## src/rtl/binary_block_downsampler_assert.svh

```systemverilog
// Assertion macros used by the downsampler queue.
`ifndef BINARY_BLOCK_DOWNSAMPLER_ASSERT_SVH
`define BINARY_BLOCK_DOWNSAMPLER_ASSERT_SVH

// Consequent must hold in the same cycle as the antecedent.
`define BBD_ASSERT_SAME(lbl, ante, cons, msg) \
  lbl: assert property (@(posedge clk) disable iff (!rst_n) (ante) |-> (cons)) \
    else $error(msg);

// Consequent must hold in the cycle after the antecedent.
`define BBD_ASSERT_NEXT(lbl, ante, cons, msg) \
  lbl: assert property (@(posedge clk) disable iff (!rst_n) (ante) |=> (cons)) \
    else $error(msg);

`endif

```

## src/rtl/bbd_pkg.sv

```systemverilog
// Shared constants, types and helper functions of the binary block downsampler.
package bbd_pkg;

  localparam int GRID     = 28;
  localparam int MAX_ROWS = 512;
  localparam int MAX_COLS = 1024;

  localparam int ROWS_W  = 10;  // effective row count, up to MAX_ROWS
  localparam int COLS_W  = 11;  // effective column count, up to MAX_COLS
  localparam int RPOS_W  = 9;   // row position, below MAX_ROWS
  localparam int CPOS_W  = 10;  // column position, below MAX_COLS
  localparam int BH_W    = 5;   // block height, up to MAX_ROWS / GRID
  localparam int BW_W    = 6;   // block width, up to MAX_COLS / GRID
  localparam int IDX_W   = 5;   // block index, up to GRID
  localparam int START_W = 4;   // leading margin, below GRID / 2
  localparam int SUM_W   = 10;  // block population, up to the block area
  localparam int CELL_W  = 10;  // cell index, below GRID * GRID
  localparam int CFG_W   = 11;  // widest configuration register

  localparam int RESET_ROWS = 28;
  localparam int RESET_COLS = 28;

  // size / GRID as a multiply by a rounded-up reciprocal; exact for sizes up to MAX_COLS
  localparam int DIV_SHIFT = 16;
  localparam int DIV_RECIP = (1 << DIV_SHIFT) / GRID + 1;
  localparam int QUOT_W    = 6;
  localparam int PROD_W    = COLS_W + 12;

  localparam int Q_DEPTH = 4;
  localparam int QPTR_W  = 2;
  localparam int QCNT_W  = 3;

  typedef enum logic [0:0] {
    REG_ROWS = 1'b0,
    REG_COLS = 1'b1
  } reg_idx_t;

  typedef struct packed {
    logic [ROWS_W-1:0]  rows;
    logic [COLS_W-1:0]  cols;
    logic [BH_W-1:0]    bh;
    logic [BW_W-1:0]    bw;
    logic [START_W-1:0] ystart;
    logic [START_W-1:0] xstart;
  } geom_t;

  typedef struct packed {
    logic             pixel;
    logic [IDX_W-1:0] col_blk;
    logic [IDX_W-1:0] row_blk;
    logic             block_end;
    logic             last;
  } q_entry_t;

  typedef struct packed {
    logic [QUOT_W-1:0]  quot;
    logic [START_W-1:0] half;
  } split_t;

  // Block size and half of the leftover margin for one side.
  function automatic split_t grid_split(input logic [COLS_W-1:0] size);
    logic [PROD_W-1:0] prod;
    logic [QUOT_W-1:0] quot;
    logic [COLS_W-1:0] base;
    logic [COLS_W-1:0] rem;
    split_t            res;
    prod = PROD_W'(size) * PROD_W'(DIV_RECIP);
    quot = prod[DIV_SHIFT+QUOT_W-1:DIV_SHIFT];
    base = COLS_W'(quot) * COLS_W'(GRID);
    rem  = size - base;
    res.quot = quot;
    res.half = rem[START_W:1];
    return res;
  endfunction

endpackage

```

## src/rtl/binary_block_downsampler.sv

```systemverilog
// Top level of the binary block downsampler.
//
//  port group  | dir | contents
//  ------------+-----+----------------------------------------------------------
//  in_*        | in  | one binary pixel per transfer, row-major
//  out_*       | out | one grid cell per completed block, tlast on the final cell
//  cfg_*       | in  | register writes: 0 rows_in_use, 1 cols_in_use
//
//  One pixel per cycle while the queue is not full; a cell's last pixel passes through
//  the queue register, then the output register, before the cell leaves.
//  The four-entry queue lets pixels keep arriving while a cell waits on out_tready.
//  A register write restarts the frame on the same edge; reset restores 28 x 28.
//  Reset is synchronous, active low, and needs no clearing pass.
module binary_block_downsampler (
  input  logic                      clk,
  input  logic                      rst_n,
  input  logic                      in_tvalid,
  output logic                      in_tready,
  input  logic [7:0]                in_tdata,   // [0] pixel, [7:1] zero
  output logic                      out_tvalid,
  input  logic                      out_tready,
  output logic [15:0]               out_tdata,  // [0] cell_value, [10:1] cell_index, [15:11] zero
  output logic                      out_tlast,
  input  logic                      cfg_we,
  input  logic [0:0]                cfg_index,
  input  logic [bbd_pkg::CFG_W-1:0] cfg_wdata
);

  bbd_pkg::geom_t             geom;
  logic                       restart;
  logic                       in_fire;
  logic                       push;
  bbd_pkg::q_entry_t          push_data;
  logic                       q_full;
  logic                       pop;
  logic                       head_valid;
  bbd_pkg::q_entry_t          head;
  logic                       cell_value;
  logic [bbd_pkg::CELL_W-1:0] cell_index;

  assign in_tready = !q_full;
  assign in_fire   = in_tvalid && in_tready;

  bbd_cfg u_cfg (
    .clk       (clk),
    .rst_n     (rst_n),
    .cfg_we    (cfg_we),
    .cfg_index (cfg_index),
    .cfg_wdata (cfg_wdata),
    .geom      (geom),
    .restart   (restart)
  );

  bbd_front u_front (
    .clk       (clk),
    .rst_n     (rst_n),
    .geom      (geom),
    .restart   (restart),
    .in_fire   (in_fire),
    .in_pixel  (in_tdata[0]),
    .push      (push),
    .push_data (push_data)
  );

  bbd_queue u_queue (
    .clk        (clk),
    .rst_n      (rst_n),
    .push       (push),
    .push_data  (push_data),
    .full       (q_full),
    .pop        (pop),
    .head_valid (head_valid),
    .head       (head)
  );

  bbd_back u_back (
    .clk        (clk),
    .rst_n      (rst_n),
    .geom       (geom),
    .restart    (restart),
    .head_valid (head_valid),
    .head       (head),
    .pop        (pop),
    .out_valid  (out_tvalid),
    .out_value  (cell_value),
    .out_index  (cell_index),
    .out_last   (out_tlast),
    .out_ready  (out_tready)
  );

  assign out_tdata = {5'b0, cell_index, cell_value};

endmodule

```

## src/rtl/bbd_cfg.sv

```systemverilog
// Configuration registers and derived block geometry.
module bbd_cfg (
  input  logic                      clk,
  input  logic                      rst_n,
  input  logic                      cfg_we,
  input  logic [0:0]                cfg_index,
  input  logic [bbd_pkg::CFG_W-1:0] cfg_wdata,
  output bbd_pkg::geom_t            geom,
  output logic                      restart
);

  bbd_pkg::geom_t                   geom_r;
  bbd_pkg::geom_t                   geom_nxt;
  bbd_pkg::geom_t                   geom_rst;
  logic [bbd_pkg::ROWS_W-1:0]       rows_eff;
  logic [bbd_pkg::COLS_W-1:0]       cols_eff;
  bbd_pkg::split_t                  row_split;
  bbd_pkg::split_t                  col_split;
  bbd_pkg::split_t                  row_split_rst;
  bbd_pkg::split_t                  col_split_rst;

  // Saturate oversized regions, treat a zero size as one.
  always_comb begin
    rows_eff = cfg_wdata[bbd_pkg::ROWS_W-1:0];
    if (cfg_wdata[bbd_pkg::ROWS_W-1:0] > bbd_pkg::ROWS_W'(bbd_pkg::MAX_ROWS)) begin
      rows_eff = bbd_pkg::ROWS_W'(bbd_pkg::MAX_ROWS);
    end else if (cfg_wdata[bbd_pkg::ROWS_W-1:0] == '0) begin
      rows_eff = bbd_pkg::ROWS_W'(1);
    end
    cols_eff = cfg_wdata;
    if (cfg_wdata > bbd_pkg::COLS_W'(bbd_pkg::MAX_COLS)) begin
      cols_eff = bbd_pkg::COLS_W'(bbd_pkg::MAX_COLS);
    end else if (cfg_wdata == '0) begin
      cols_eff = bbd_pkg::COLS_W'(1);
    end
  end

  assign row_split     = bbd_pkg::grid_split(bbd_pkg::COLS_W'(rows_eff));
  assign col_split     = bbd_pkg::grid_split(cols_eff);
  assign row_split_rst = bbd_pkg::grid_split(bbd_pkg::COLS_W'(bbd_pkg::RESET_ROWS));
  assign col_split_rst = bbd_pkg::grid_split(bbd_pkg::COLS_W'(bbd_pkg::RESET_COLS));

  always_comb begin
    geom_rst.rows   = bbd_pkg::ROWS_W'(bbd_pkg::RESET_ROWS);
    geom_rst.cols   = bbd_pkg::COLS_W'(bbd_pkg::RESET_COLS);
    geom_rst.bh     = row_split_rst.quot[bbd_pkg::BH_W-1:0];
    geom_rst.bw     = col_split_rst.quot[bbd_pkg::BW_W-1:0];
    geom_rst.ystart = row_split_rst.half;
    geom_rst.xstart = col_split_rst.half;
  end

  always_comb begin
    geom_nxt = geom_r;
    if (cfg_we) begin
      case (bbd_pkg::reg_idx_t'(cfg_index))
        bbd_pkg::REG_ROWS: begin
          geom_nxt.rows   = rows_eff;
          geom_nxt.bh     = row_split.quot[bbd_pkg::BH_W-1:0];
          geom_nxt.ystart = row_split.half;
        end
        bbd_pkg::REG_COLS: begin
          geom_nxt.cols   = cols_eff;
          geom_nxt.bw     = col_split.quot[bbd_pkg::BW_W-1:0];
          geom_nxt.xstart = col_split.half;
        end
        default: geom_nxt = geom_r;
      endcase
    end
  end

  always_ff @(posedge clk) begin
    if (!rst_n) begin
      geom_r <= geom_rst;
    end else begin
      geom_r <= geom_nxt;
    end
  end

  assign geom    = geom_r;
  // Every register index in use restarts the frame.
  assign restart = cfg_we;

endmodule

```

## src/rtl/bbd_front.sv

```systemverilog
// Front end: frame position tracking and per-pixel block classification.
module bbd_front (
  input  logic                clk,
  input  logic                rst_n,
  input  bbd_pkg::geom_t      geom,
  input  logic                restart,
  input  logic                in_fire,
  input  logic                in_pixel,
  output logic                push,
  output bbd_pkg::q_entry_t   push_data
);

  logic [bbd_pkg::RPOS_W-1:0] row_pos_r, row_pos_nxt;
  logic [bbd_pkg::CPOS_W-1:0] col_pos_r, col_pos_nxt;
  logic [bbd_pkg::BH_W-1:0]   rib_r, rib_nxt;
  logic [bbd_pkg::BW_W-1:0]   cib_r, cib_nxt;
  logic [bbd_pkg::IDX_W-1:0]  blk_row_r, blk_row_nxt;
  logic [bbd_pkg::IDX_W-1:0]  blk_col_r, blk_col_nxt;
  logic                       row_act;
  logic                       col_act;
  logic                       col_wrap;
  logic                       row_wrap;
  logic                       line_end;
  logic                       frame_end;

  assign row_act = (geom.bh != '0) &&
                   (row_pos_r >= bbd_pkg::RPOS_W'(geom.ystart)) &&
                   (blk_row_r < bbd_pkg::IDX_W'(bbd_pkg::GRID));
  assign col_act = (geom.bw != '0) &&
                   (col_pos_r >= bbd_pkg::CPOS_W'(geom.xstart)) &&
                   (blk_col_r < bbd_pkg::IDX_W'(bbd_pkg::GRID));
  assign col_wrap  = (cib_r == geom.bw - bbd_pkg::BW_W'(1));
  assign row_wrap  = (rib_r == geom.bh - bbd_pkg::BH_W'(1));
  assign line_end  = (bbd_pkg::COLS_W'(col_pos_r) + bbd_pkg::COLS_W'(1)) >= geom.cols;
  assign frame_end = (bbd_pkg::ROWS_W'(row_pos_r) + bbd_pkg::ROWS_W'(1)) >= geom.rows;

  assign push                = in_fire && row_act && col_act;
  assign push_data.pixel     = in_pixel;
  assign push_data.col_blk   = blk_col_r;
  assign push_data.row_blk   = blk_row_r;
  assign push_data.block_end = row_wrap && col_wrap;
  assign push_data.last      = (blk_col_r == bbd_pkg::IDX_W'(bbd_pkg::GRID - 1)) &&
                               (blk_row_r == bbd_pkg::IDX_W'(bbd_pkg::GRID - 1));

  always_comb begin
    row_pos_nxt = row_pos_r;
    col_pos_nxt = col_pos_r;
    rib_nxt     = rib_r;
    cib_nxt     = cib_r;
    blk_row_nxt = blk_row_r;
    blk_col_nxt = blk_col_r;
    if (restart) begin
      row_pos_nxt = '0;
      col_pos_nxt = '0;
      rib_nxt     = '0;
      cib_nxt     = '0;
      blk_row_nxt = '0;
      blk_col_nxt = '0;
    end else if (in_fire) begin
      if (col_act) begin
        if (col_wrap) begin
          cib_nxt     = '0;
          blk_col_nxt = blk_col_r + bbd_pkg::IDX_W'(1);
        end else begin
          cib_nxt = cib_r + bbd_pkg::BW_W'(1);
        end
      end
      if (line_end) begin
        col_pos_nxt = '0;
        cib_nxt     = '0;
        blk_col_nxt = '0;
        if (row_act) begin
          if (row_wrap) begin
            rib_nxt     = '0;
            blk_row_nxt = blk_row_r + bbd_pkg::IDX_W'(1);
          end else begin
            rib_nxt = rib_r + bbd_pkg::BH_W'(1);
          end
        end
        if (frame_end) begin
          // wrap to a fresh frame
          row_pos_nxt = '0;
          rib_nxt     = '0;
          blk_row_nxt = '0;
        end else begin
          row_pos_nxt = row_pos_r + bbd_pkg::RPOS_W'(1);
        end
      end else begin
        col_pos_nxt = col_pos_r + bbd_pkg::CPOS_W'(1);
      end
    end
  end

  always_ff @(posedge clk) begin
    if (!rst_n) begin
      row_pos_r <= '0;
      col_pos_r <= '0;
      rib_r     <= '0;
      cib_r     <= '0;
      blk_row_r <= '0;
      blk_col_r <= '0;
    end else begin
      row_pos_r <= row_pos_nxt;
      col_pos_r <= col_pos_nxt;
      rib_r     <= rib_nxt;
      cib_r     <= cib_nxt;
      blk_row_r <= blk_row_nxt;
      blk_col_r <= blk_col_nxt;
    end
  end

endmodule

```

## src/rtl/bbd_queue.sv

```systemverilog
// Short queue of classified pixels between front and back.
`include "binary_block_downsampler_assert.svh"
module bbd_queue (
  input  logic              clk,
  input  logic              rst_n,
  input  logic              push,
  input  bbd_pkg::q_entry_t push_data,
  output logic              full,
  input  logic              pop,
  output logic              head_valid,
  output bbd_pkg::q_entry_t head
);

  bbd_pkg::q_entry_t          mem_r [bbd_pkg::Q_DEPTH];
  logic [bbd_pkg::QPTR_W-1:0] wr_ptr_r, wr_ptr_nxt;
  logic [bbd_pkg::QPTR_W-1:0] rd_ptr_r, rd_ptr_nxt;
  logic [bbd_pkg::QCNT_W-1:0] count_r, count_nxt;

  assign full       = (count_r == bbd_pkg::QCNT_W'(bbd_pkg::Q_DEPTH));
  assign head_valid = (count_r != '0);
  assign head       = mem_r[rd_ptr_r];

  always_comb begin
    wr_ptr_nxt = wr_ptr_r;
    rd_ptr_nxt = rd_ptr_r;
    count_nxt  = count_r;
    if (push) begin
      wr_ptr_nxt = wr_ptr_r + bbd_pkg::QPTR_W'(1);
    end
    if (pop) begin
      rd_ptr_nxt = rd_ptr_r + bbd_pkg::QPTR_W'(1);
    end
    if (push && !pop) begin
      count_nxt = count_r + bbd_pkg::QCNT_W'(1);
    end else if (pop && !push) begin
      count_nxt = count_r - bbd_pkg::QCNT_W'(1);
    end
  end

  always_ff @(posedge clk) begin
    if (!rst_n) begin
      wr_ptr_r <= '0;
      rd_ptr_r <= '0;
      count_r  <= '0;
    end else begin
      wr_ptr_r <= wr_ptr_nxt;
      rd_ptr_r <= rd_ptr_nxt;
      count_r  <= count_nxt;
    end
  end

  always_ff @(posedge clk) begin
    if (push) begin
      mem_r[wr_ptr_r] <= push_data;
    end
  end

  `BBD_ASSERT_SAME(a_no_push_full, push, !full, "queue written while full")
  `BBD_ASSERT_SAME(a_no_pop_empty, pop, head_valid, "queue read while empty")
  `BBD_ASSERT_NEXT(a_count_up, push && !pop, count_r == $past(count_r) + 3'd1, "count lost a push")
  `BBD_ASSERT_SAME(a_ptr_track, 1'b1, wr_ptr_r - rd_ptr_r == count_r[bbd_pkg::QPTR_W-1:0], "pointers disagree with count")

endmodule

```

## src/rtl/bbd_back.sv

```systemverilog
// Back end: per-column block population, density decision and output register.
module bbd_back (
  input  logic                       clk,
  input  logic                       rst_n,
  input  bbd_pkg::geom_t             geom,
  input  logic                       restart,
  input  logic                       head_valid,
  input  bbd_pkg::q_entry_t          head,
  output logic                       pop,
  output logic                       out_valid,
  output logic                       out_value,
  output logic [bbd_pkg::CELL_W-1:0] out_index,
  output logic                       out_last,
  input  logic                       out_ready
);

  logic [bbd_pkg::SUM_W-1:0]  sums_r [bbd_pkg::GRID];
  logic [bbd_pkg::SUM_W-1:0]  area_r, area_nxt;
  logic [bbd_pkg::SUM_W-1:0]  sum_new;
  logic [bbd_pkg::SUM_W:0]    twice;
  logic                       out_valid_r, out_valid_nxt;
  logic                       out_value_r;
  logic [bbd_pkg::CELL_W-1:0] out_index_r;
  logic                       out_last_r;
  logic                       emit;

  assign area_nxt = bbd_pkg::SUM_W'((bbd_pkg::BH_W + bbd_pkg::BW_W)'(geom.bh) *
                                    (bbd_pkg::BH_W + bbd_pkg::BW_W)'(geom.bw));

  // Advance when the output register is free or being emptied this cycle.
  assign pop     = head_valid && (!out_valid_r || out_ready);
  assign emit    = pop && head.block_end;
  assign sum_new = sums_r[head.col_blk] + bbd_pkg::SUM_W'(head.pixel);
  assign twice   = {sum_new, 1'b0};

  always_comb begin
    out_valid_nxt = out_valid_r;
    if (emit) begin
      out_valid_nxt = 1'b1;
    end else if (out_ready) begin
      out_valid_nxt = 1'b0;
    end
  end

  always_ff @(posedge clk) begin
    if (!rst_n) begin
      out_valid_r <= 1'b0;
      area_r      <= '0;
      for (int i = 0; i < bbd_pkg::GRID; i++) begin
        sums_r[i] <= '0;
      end
    end else begin
      out_valid_r <= out_valid_nxt;
      area_r      <= area_nxt;
      if (restart) begin
        for (int i = 0; i < bbd_pkg::GRID; i++) begin
          sums_r[i] <= '0;
        end
      end else if (pop) begin
        // drop the count once its block is decided
        sums_r[head.col_blk] <= emit ? '0 : sum_new;
      end
    end
  end

  always_ff @(posedge clk) begin
    if (emit) begin
      out_value_r <= (twice >= (bbd_pkg::SUM_W + 1)'(area_r));
      out_index_r <= bbd_pkg::CELL_W'(head.col_blk) * bbd_pkg::CELL_W'(bbd_pkg::GRID) +
                     bbd_pkg::CELL_W'(head.row_blk);
      out_last_r  <= head.last;
    end
  end

  assign out_valid = out_valid_r;
  assign out_value = out_value_r;
  assign out_index = out_index_r;
  assign out_last  = out_last_r;

endmodule

```

## config.mk

```make
export PLATFORM = sky130hd
export DESIGN_NAME = binary_block_downsampler
export DESIGN_NICKNAME = d
export VERILOG_FILES = /design/src/rtl/bbd_pkg.sv /design/src/rtl/binary_block_downsampler.sv /design/src/rtl/bbd_cfg.sv /design/src/rtl/bbd_front.sv /design/src/rtl/bbd_queue.sv /design/src/rtl/bbd_back.sv
export VERILOG_INCLUDE_DIRS = /design/src /design/src/rtl
export SDC_FILE = /design/constraint.sdc
export NUM_CORES = 1
export LEC_CHECK = 0
export BUFFER_PORTS_ARGS = -buffer_cell sky130_fd_sc_hd__buf_2
export CORE_MARGIN = 10
export CORE_UTILIZATION = 65
export CTS_BUF_LIST = sky130_fd_sc_hd__clkbuf_4
export CTS_CLUSTER_SIZE = 16
export DETAILED_ROUTE_END_ITERATION = 6
export PLACE_DENSITY_LB_ADDON = 0.15
export SYNTH_ARGS = -nofsm -noshare
export SYNTH_HDL_FRONTEND = slang
export SYNTH_SLANG_ARGS = --single-unit
export TNS_END_PERCENT = 1
```

## constraint.sdc

```tcl
create_clock -name clk -period 6.9 [get_ports clk]
set_clock_uncertainty 0.1 [all_clocks]
set_input_delay 0.69 -clock clk [delete_from_list [all_inputs] [get_ports clk]]
set_output_delay 0.69 -clock clk [all_outputs]
set_load 0.005 [all_outputs]
```

==> qor.tcl <==
set qor(status) {finished, final reports clean}
set qor(final_cell_area_um2) 28800
set qor(placement_rows) 74
set qor(ant_nets) 0
set qor(floorplan.die_area_um2) 49500
set qor(power-per-cell-area_nw_per_um2) 352
set qor(cts_root_buf) {sky130_fd_sc_hd__clkbuf_4}
set qor(die_height_um) 223
set qor(place.gp.congestion) 0.900
set qor(crit_end) {u_cfg.geom[7]}
set qor(worstSetupPathDepth) 22
set qor(clkLatencyLatePin_ps) 880
set qor(fp.coreArea_um2) 40700
set qor(yosys_warn_count) 0
set qor(numCtsBuffers) 118
set qor(r2r_setup_slack_ps) 1370
set qor(leading_cell_types_by_total_area_after_synthesis) {sky130_fd_sc_hd__edfxtp_1, sky130_fd_sc_hd__ha_1, sky130_fd_sc_hd__dfxtp_1, sky130_fd_sc_hd__nor2_1, sky130_fd_sc_hd__mux2i_1}
set qor(timing.slew.headroom_pct) 29.2
set qor(grt_first_pass_wirelength_mm) 98.1
set qor(holdCritStartpoint) {cfg_wdata[9]}
set qor(detailedRoute.firstPassIterationCount) 7
set qor(async_flop_share_pct) 0
set qor(worst_ep_arrival_time_ps) 6300
set qor(layout-drive-gt1-share_pct) 13.1
set qor(synth_top_cell_by_area) {sky130_fd_sc_hd__edfxtp_1}
set qor(synth_area_per_cell_um2) 11.5
set qor(crit_path_start) {cfg_wdata[9]}
set qor(drcViolationCount) 0
set qor(placement.setup.worst_slack_ps) 386
set qor(first_global_vias) 18500
set qor(synthDominantCellAreaShare_pct) 43.2
set qor(final_net_count) 2659
set qor(maximum_number_of_pins_on_one_net_before_global_route_repair) 81
set qor(crit_path_cell_chain) {buf_2 -> nor2b_1 -> ha_1 -> inv_1 -> fa_1 -> fa_1 -> fa_1 -> inv_1 -> ha_1 -> a21o_1 -> a21oi_1 -> o21ai_0 -> a221o_1 -> a21oi_1 -> xnor2_1 -> xor2_1 -> fa_1 -> xnor2_1 -> xnor2_1 -> nor2_1 -> a32o_1 -> or3_1}
set qor(fmax_mhz) 175
set qor(htreeDepth) 3
set qor(drt_iter0_markers) 1711
set qor(hold_violations) 0
set qor(critical_path.slowest_cell) {sky130_fd_sc_hd__fa_1}
set qor(cts_tree) {built}
set qor(critical-path-max-stage-delay_ps) 510
set qor(dominantRegCellSynth) {sky130_fd_sc_hd__edfxtp_1}
set qor(clock_sink_count) 482
set qor(global_route.usage.total_pct) 24.8
set qor(antenna_found_initial) 1
set qor(route.vias.total) 18300
set qor(slew_viol_final) 0
set qor(starting_utilization_of_the_core_area_pct) 65.5
set qor(floorplan.die.width_um) 223
set qor(maximum_fanout_count_along_the_critical_path) 16
set qor(synth-seq-cells) 482
set qor(count_of_flip_flops_with_a_built_in_enable_after_synthesis) 384
set qor(crit_required_ps) 7490
set qor(worst-path-buf-inv) 3
set qor(r2r_cells) 15
set qor(setup-tns-final_ps) 0
set qor(critical_path.reg2reg.endpoint) {u_back.out_value}
set qor(vias_per_cell) 6.10
set qor(final-instance-count-excl-fill) 3008
set qor(yosys-top-cells-count) {sky130_fd_sc_hd__edfxtp_1, sky130_fd_sc_hd__nor2_1, sky130_fd_sc_hd__ha_1}
set qor(crit_path_start_kind) {input port}
set qor(max_cap_viol_count) 0
set qor(placed_cell_area_um2) 27100
set qor(num_io_pins) 44
set qor(tightestPinTransition_ps) 1060
set qor(numPlacedInstances) 2787
set qor(count_of_buffers_from_port_buffering) 31
set qor(leakagePower_uw) 0.0122
set qor(timing.final.ws_setup_ps) 1190
set qor(cts.reportedPaths.clkPinSlew_ps) 60
set qor(synth.cell_area_um2) 26700
set qor(yosys.cell_count.top_type) {sky130_fd_sc_hd__edfxtp_1}
set qor(path_class) {input port to flip-flop}
set qor(synth_cell_types) 71
set qor(worstSetupEndpointType) {flip-flop}
set qor(hold_class) {input port to flip-flop}
set qor(totalWireLength_mm) 61.7
set qor(vdd_ir_drop_max_mv) 0.310
set qor(global_route.overflow_total) 0
set qor(crit_family) {adder cells}
set qor(route.detailed.wl_per_inst_um) 20.5
set qor(fin_crit_sh_pct) 82.7
set qor(seq_area_frac_synth_pct) 50.6
set qor(max-clock-path-buffers) 3
set qor(filler_instances) 2952
set qor(timing.final.setup_violations) 0
set qor(synthCells) 2316
set qor(rsz0062_at_grt) {no}
set qor(dp_hpwl_mm) 43.0
set qor(min_period_ps) 5710
set qor(cpMostUsedCell) {sky130_fd_sc_hd__fa_1}
set qor(areaGrowthSynthToFinish_pct) 7.86
[worst reg2reg max path, cell delays in order (launching register included)]
cell                      delay (ps)
sky130_fd_sc_hd__dfxtp_1         650
sky130_fd_sc_hd__mux2_2          460
sky130_fd_sc_hd__inv_4           590
sky130_fd_sc_hd__mux4_2          680
sky130_fd_sc_hd__mux4_2          510
sky130_fd_sc_hd__mux2_2          330
sky130_fd_sc_hd__ha_1            230
sky130_fd_sc_hd__nand3_1         200
sky130_fd_sc_hd__nor2_1          110
sky130_fd_sc_hd__xnor2_2         760
sky130_fd_sc_hd__inv_2            70
sky130_fd_sc_hd__ha_1            310
sky130_fd_sc_hd__nand2_1          80
sky130_fd_sc_hd__o21ai_0          70
sky130_fd_sc_hd__nand3_1         100
sky130_fd_sc_hd__nand3_2          60
[registers in the layout (all words and copies together) (netlist names), 5 cells and up, named ones only]
register / cells
u_back.sums_r: 320
u_front.row_pos_r: 9
u_back.area_r: 10
u_front.rib_r: 5
u_front.col_pos_r: 10
u_back.out_index: 10
u_queue.mem_r: 52
u_front.blk_col_r: 5
u_front.blk_row_r: 5
u_cfg.geom: 38
u_front.cib_r: 6
[cells by family (layout without fill, tap and decap cells)]
| family | after synthesis | count (layout) | share of synthesized area, % |
|---|---|---|---|
| mux | 186 | 186 | 9.20 |
| flops | 482 | 482 | 50.6 |
| xor+xnor | 92 | 92 | 3.05 |
| buf+inv | 285 | 439 | 4.64 |
| fa+ha+maj | 257 | 257 | 13.4 |
| compound gates | 240 | 240 | 5.89 |
| simple gates | 773 | 773 | 13.2 |
| other cells | 1 | 7 | 0.0141 |
[worst min-delay path by stage]
stage                     end  slack [ps]  cells past startpoint
2_1_floorplan  u_cfg.geom[24]         340                      2
3_3_place_gp   u_cfg.geom[26]         350                      2
3_5_place_dp   u_cfg.geom[35]         350                      2
4_1_cts        u_cfg.geom[39]         100                      3
5_1_grt        u_cfg.geom[29]         170                      3
6_report       u_cfg.geom[39]         160                      3
[what timing repair did]
| action | 4_1_cts | 5_1_grt |
|---|---|---|
| resized for setup | 0 | 0 |
| setup buffers | 0 | 0 |
| hold buffers | 2 | 0 |
| endpoints found under the hold margin | 5 | 0 |
[report_power, final]
group	internal (uW)	switching, uW
Sequential	3470	86.5
Combinational	1360	2730
Clock	1310	1180
[layout by cell type, fill, tap and decap left out, types with 28 or more instances in the layout]
master	Yosys	final
sky130_fd_sc_hd__edfxtp_1	384	384
sky130_fd_sc_hd__nor2_1	367	366
sky130_fd_sc_hd__ha_1	210	210
sky130_fd_sc_hd__clkbuf_4	0	166
sky130_fd_sc_hd__inv_1	147	147
sky130_fd_sc_hd__mux2i_1	135	135
sky130_fd_sc_hd__nand2_1	132	132
sky130_fd_sc_hd__dfxtp_1	98	98
sky130_fd_sc_hd__nand3_1	79	79
sky130_fd_sc_hd__a21oi_1	75	75
sky130_fd_sc_hd__xnor2_1	55	53
sky130_fd_sc_hd__mux4_2	47	47
sky130_fd_sc_hd__fa_1	47	47
sky130_fd_sc_hd__nand4_1	43	43
sky130_fd_sc_hd__xor2_1	36	34
sky130_fd_sc_hd__buf_4	15	34
sky130_fd_sc_hd__buf_2	21	31
sky130_fd_sc_hd__o21ai_0	30	30
sky130_fd_sc_hd__clkinv_1	0	30
sky130_fd_sc_hd__a22oi_1	29	29
sky130_fd_sc_hd__and2_1	28	28
[area by class of cell]
cell class	instances	area, um2	area share, %
timing repair buffer	67	430	1.50
clock inverter	51	349	1.21
multi-input combinational	1553	12000	41.7
clock buffer	166	1250	4.33
sequential	482	13500	46.9
antenna	2	5.00	0.0174
inverter	155	589	2.05
tap	532	666	2.31
[metal layers]
metal / track usage [%] / vias up / part of all wire, %
li1: - / 8457 / -
met1: 30.0 / 8908 / 38
met2: 41.8 / 801 / 50
met3: 4.77 / 173 / 7.4
met4: 12.2 / 0 / 4.4
met5: 0 / - / 0
[metrics by stage]
stage	util [%]	hold WS (ps)	total power, uW
floorplan	-	336	6510
global placement	66.6	347	7530
detailed placement	66.6	351	7650
CTS	70.6	95.7	10100
global route	70.6	171	10600
finish	70.6	156	10100
No activity file was read; power rests on OpenSTA's default activity.
